--- config.mk ---
export PLATFORM = sky130hd
export DESIGN_NAME = pfcd_ctrl
export DESIGN_NICKNAME = d
export VERILOG_FILES = /design/src/rtl/core/pfcd_pkg.sv /design/src/rtl/core/pfcd_ctrl.sv
export SDC_FILE = /design/constraint.sdc
export NUM_CORES = 1
export LEC_CHECK = 0
export BUFFER_PORTS_ARGS = -buffer_cell sky130_fd_sc_hd__buf_2
export CORE_AREA = 2 2 39 41
export CTS_CLUSTER_DIAMETER = 120
export DETAILED_ROUTE_END_ITERATION = 10
export DIE_AREA = 0 0 41 43
export SYNTH_ARGS = -nofsm -noshare
export SYNTH_HDL_FRONTEND = slang
export SYNTH_SLANG_ARGS = --single-unit
--- constraint.sdc ---
create_clock -name clk -period 1.45 [get_ports clk]
set_input_delay 0.29 -clock clk [delete_from_list [all_inputs] [get_ports clk]]
set_output_delay 0.29 -clock clk [all_outputs]
set_load 0.01 [all_outputs]
--- src/rtl/core/pfcd_pkg.sv ---
// shared constants, types and codes of the frame cache directory
package pfcd_pkg;

	localparam int SLOTS   = 64;
	localparam int SIDX_W  = $clog2(SLOTS);
	localparam int CNT_W   = $clog2(SLOTS + 1);
	localparam int LIMIT_W = 7;
	localparam logic [LIMIT_W-1:0] LIMIT_RESET = LIMIT_W'(32);

	localparam logic [2:0] OP_LOOKUP  = 3'd0;
	localparam logic [2:0] OP_INSERT  = 3'd1;
	localparam logic [2:0] OP_RELEASE = 3'd2;
	localparam logic [2:0] OP_CLEAR   = 3'd3;
	localparam logic [2:0] OP_TICK    = 3'd4;

	localparam logic [1:0] STS_OK   = 2'd0;
	localparam logic [1:0] STS_MISS = 2'd1;
	localparam logic [1:0] STS_DUP  = 2'd2;
	localparam logic [1:0] STS_FULL = 2'd3;

	typedef struct packed {
		logic [15:0] file_id;
		logic [63:0] frame;
		logic [15:0] fmt_opt;
		logic [29:0] geo;
	} key_t;

	typedef struct packed {
		key_t        key;
		logic [31:0] data_ref;
		logic [31:0] data_bytes;
		logic [15:0] ref_count;
		logic [31:0] last_use;
	} entry_t;

	localparam int ENTRY_W = $bits(entry_t);

	typedef struct packed {
		logic [2:0]  opcode;
		key_t        key;
		logic [31:0] buffer_ref;
		logic [31:0] buffer_bytes;
		logic [5:0]  slot_handle;
	} req_t;

	typedef struct packed {
		logic [1:0]  status;
		logic [5:0]  hit_slot;
		logic [31:0] hit_buffer_ref;
		logic [31:0] hit_buffer_bytes;
		logic        evicted;
		logic [31:0] evicted_buffer_ref;
		logic [31:0] hits_total;
		logic [31:0] misses_total;
	} rsp_t;

	typedef struct packed {
		logic capture;
		logic scan_step;
		logic rel_read;
		logic finish;
	} cmd_t;

	typedef struct packed {
		logic [2:0] op;
		logic       scan_last;
	} sts_t;

endpackage

--- src/rtl/core/pfcd_ctrl.sv ---
// request sequencer: accept, scan (lookup and insert) or read one slot (release), update, respond
module pfcd_ctrl (
	input  logic           clk,
	input  logic           arst_n,
	input  logic           req_valid,
	output logic           req_ready,
	output logic           rsp_valid,
	input  logic           rsp_ready,
	input  pfcd_pkg::sts_t sts,
	output pfcd_pkg::cmd_t cmd
);
	import pfcd_pkg::*;

	localparam logic [2:0] ST_IDLE  = 3'd0;
	localparam logic [2:0] ST_DISP  = 3'd1;
	localparam logic [2:0] ST_SCAN  = 3'd2;
	localparam logic [2:0] ST_DRAIN = 3'd3;
	localparam logic [2:0] ST_RREAD = 3'd4;
	localparam logic [2:0] ST_FIN   = 3'd5;
	localparam logic [2:0] ST_RESP  = 3'd6;

	logic [2:0] state_q, state_d;

	assign req_ready = (state_q == ST_IDLE);
	assign rsp_valid = (state_q == ST_RESP);

	always_comb begin
		state_d = state_q;
		cmd = '0;
		unique case (state_q)
			ST_IDLE: begin
				if (req_valid) begin
					cmd.capture = 1'b1;
					state_d = ST_DISP;
				end
			end
			ST_DISP: begin
				if (sts.op == OP_LOOKUP || sts.op == OP_INSERT) begin
					state_d = ST_SCAN;
				end else if (sts.op == OP_RELEASE) begin
					state_d = ST_RREAD;
				end else begin
					state_d = ST_FIN;
				end
			end
			ST_SCAN: begin
				cmd.scan_step = 1'b1;
				if (sts.scan_last) begin
					state_d = ST_DRAIN;
				end
			end
			// last slot's read data is compared here
			ST_DRAIN: state_d = ST_FIN;
			ST_RREAD: begin
				cmd.rel_read = 1'b1;
				state_d = ST_FIN;
			end
			ST_FIN: begin
				cmd.finish = 1'b1;
				state_d = ST_RESP;
			end
			ST_RESP: begin
				if (rsp_ready) begin
					state_d = ST_IDLE;
				end
			end
			default: state_d = ST_IDLE;
		endcase
	end

	always_ff @(posedge clk or negedge arst_n) begin
		if (!arst_n) begin
			state_q <= ST_IDLE;
		end else begin
			state_q <= state_d;
		end
	end
endmodule

==> metrics.txt <==
non-filler cells, final=67; Synth area leaders=dfrtp_1 32%, o21ai_1 11%, and3b_1 7.4%, buf_4 6.4%, nand2_1 6.4%; Net Sw Frac=39.4%; die area=1760 µm²; clk_lat worst skew=0.24 ns; CTS tree=yes; first-pass GRT wire length=1020 µm; Required @ worst endpoint=1.16 ns; biggest regs=state_q (3); fmax=692 MHz; Worst-path clk slew=0.04 ns; CP startpoint kind=register; Final Max Slew Viols=0; Post-Place Cell Area=294 µm²; Hold Crit Class=in2reg; Yosys cell types=16; combinational fraction of design power=53.4%; endpoint of the worst hold-timing path=state_q[2]; DRT iter0 DRCs=4; clock power share=18.2%; clock sink count=3; GRT Residual Overflow=0; root buffer cell=clkbuf_4; placed insts=55; Critical Path AT=1.15 ns; Worst VDD drop=0.403 mV; maximum root-to-sink buffer count=2; area grow syn2layout=64.4%; floorplan core area=1380 µm²; I/O Pins=14; DRC violations left=0; Setup violations, final=0; largest reg by FF count=state_q; Net count, final=60; drt first pass iters=3; post-synthesis sequential area ratio=31.9%; Die Y=43 µm; Tot Pwr=830 µW; #FFs+latches synth=3; initial antenna violation count=0; DRT Wirelength=645 µm; leading area contributor after synthesis=dfrtp_1; Worst-Margin Slew=0.239 ns; run status=complete, no violations; skew final=0.000636 ns; Post-DRT Antenna Nets=0; Seq pwr share=28.3%; max FFs per register=3; Final Instance Area=387 µm²; PwrDens=2150 nW/µm²; Worst R2R Start=state_q[0]; largest net degree at the start of global routing=14; post-synthesis instance total=29; worst reg2reg setup slack=0.23 ns; R2R depth=4; per-cell routed wire length=9.63 µm; Starting Density=17.0%; Critical path origin=state_q[0]; # rows=14; worst setup path category=reg2out; Final GP Congestion=0.682; Worst Path Max Fanout=8; mapped cell area=235 µm²; Int Power=503 µW; fin crit share=99.6%; # port buffers=13; vias post-DR=295; min Tclk post-route=1.44 ns; gr usage total=9.38%; Ys Warns=0; post-placement setup slack=0.206 ns; vias in the first global route=262; Max-Cap Viols=0; layout cells sized above 1=52.9%; Synth Net Count=37; Hold Violations, Final=0; hold path cells=4; Via density=4.40; leak pwr=0.201 nW; hold_sp=rsp_ready; n_diodes=0; Mean Syn Cell Area=8.11 µm²; RSZ-0062 raised after global routing=true; Critical R2R Capture=state_q[0]; Psw=327 µW; die width=41 µm; HPWL after detailed placement=384 µm; CTS buffer count=3; Yosys top cell area share=31.9%; post-route setup slack=0.00543 ns; CP Capture Type=primary output; Slew HR=84.0%; H-tree levels=1
power by group through the flow:
stage,clock network [mW],registers (mW),logic [mW]
after floorplan,0,0.160,0.320
after global placement,0,0.247,0.271
after detailed placement,0,0.252,0.271
after CTS,0.156,0.252,0.305
after global routing,0.168,0.248,0.494
final,0.151,0.235,0.443
synthesized netlist by cell type:
cell type and number:
inv_1 1, and3b_1 2, nor3_1 1, nand2_1 4
buf_4 2, o211a_1 1, a21oi_1 1, o21ai_1 5
and2_1 1, buf_6 1, nor3_2 1, dfrtp_1 3
nor3b_1 2, nor2_1 2, o31ai_1 1, a31oi_1 1
cells in the final DEF (no fill, tap or decap), types with 2 or more instances in the layout:
master,n
nor3b_1,2
dfrtp_2,3
and3b_1,2
o21ai_1,5
buf_4,7
nor2_1,2
buf_2,13
clkbuf_4,3
nand2_1,4
per-layer routing:
metal / GRT usage [%] / vias up / routed length (µm)
met3: 4.71 / 2 / 34
li1: - / 146 / -
met1: 9.77 / 140 / 249
met2: 12.2 / 7 / 344
met5: 0 / - / 0
met4: 10.0 / 0 / 17
per-stage QoR:
stage	util [%]	hold WS [ns]	TNS (ns)
after floorplan	-	-0.00559	0
after global placement	21.2	0.0874	0
after detailed placement	21.2	0.0877	0
after CTS	24.7	0.330	0
after global routing	27.9	0.338	-0.175
final	27.9	0.332	0
layout make-up:
cell class | instances | area [µm²]
multi-input combinational | 22 | 130
fill | 163 | 997
timing repair buffer | 21 | 128
inverter | 1 | 3.75
tap | 16 | 20.0
clock buffer | 4 | 26.3
sequential | 3 | 78.8
kinds of logic after synthesis:
| group | Yosys count | synth area share [%] |
|---|---|---|
| flops | 3 | 31.9 |
| compound gates | 9 | 22.9 |
| simple gates | 13 | 32.4 |
| buf+inv | 4 | 12.8 |
critical path: stages (launching register included):
cell     delay, ns
dfrtp_2       0.46
buf_4         0.15
and3b_1       0.19
buf_2         0.12
worst max-delay path by stage:
stage               cells past startpoint  slack [ns]         to
floorplan                               3        0.20     cmd[3]
global placement                        3        0.22     cmd[3]
detailed placement                      3        0.21     cmd[3]
CTS                                     3       0.009     cmd[3]
global route                            3       -0.08     cmd[3]
finish                                  3       0.005  rsp_valid
timing repair:
| item | 4_1_cts | 5_1_grt |
|---|---|---|
| buffers inserted | 1 | 6 |
| hold buffers | 1 | 0 |
| gates resized for setup | 3 | 0 |
| hold endpoints to repair | 3 | 0 |
| endpoints found under the setup margin | 1 | 2 |
| pin swaps | 0 | 2 |
Power figures use the tool's default switching activity.
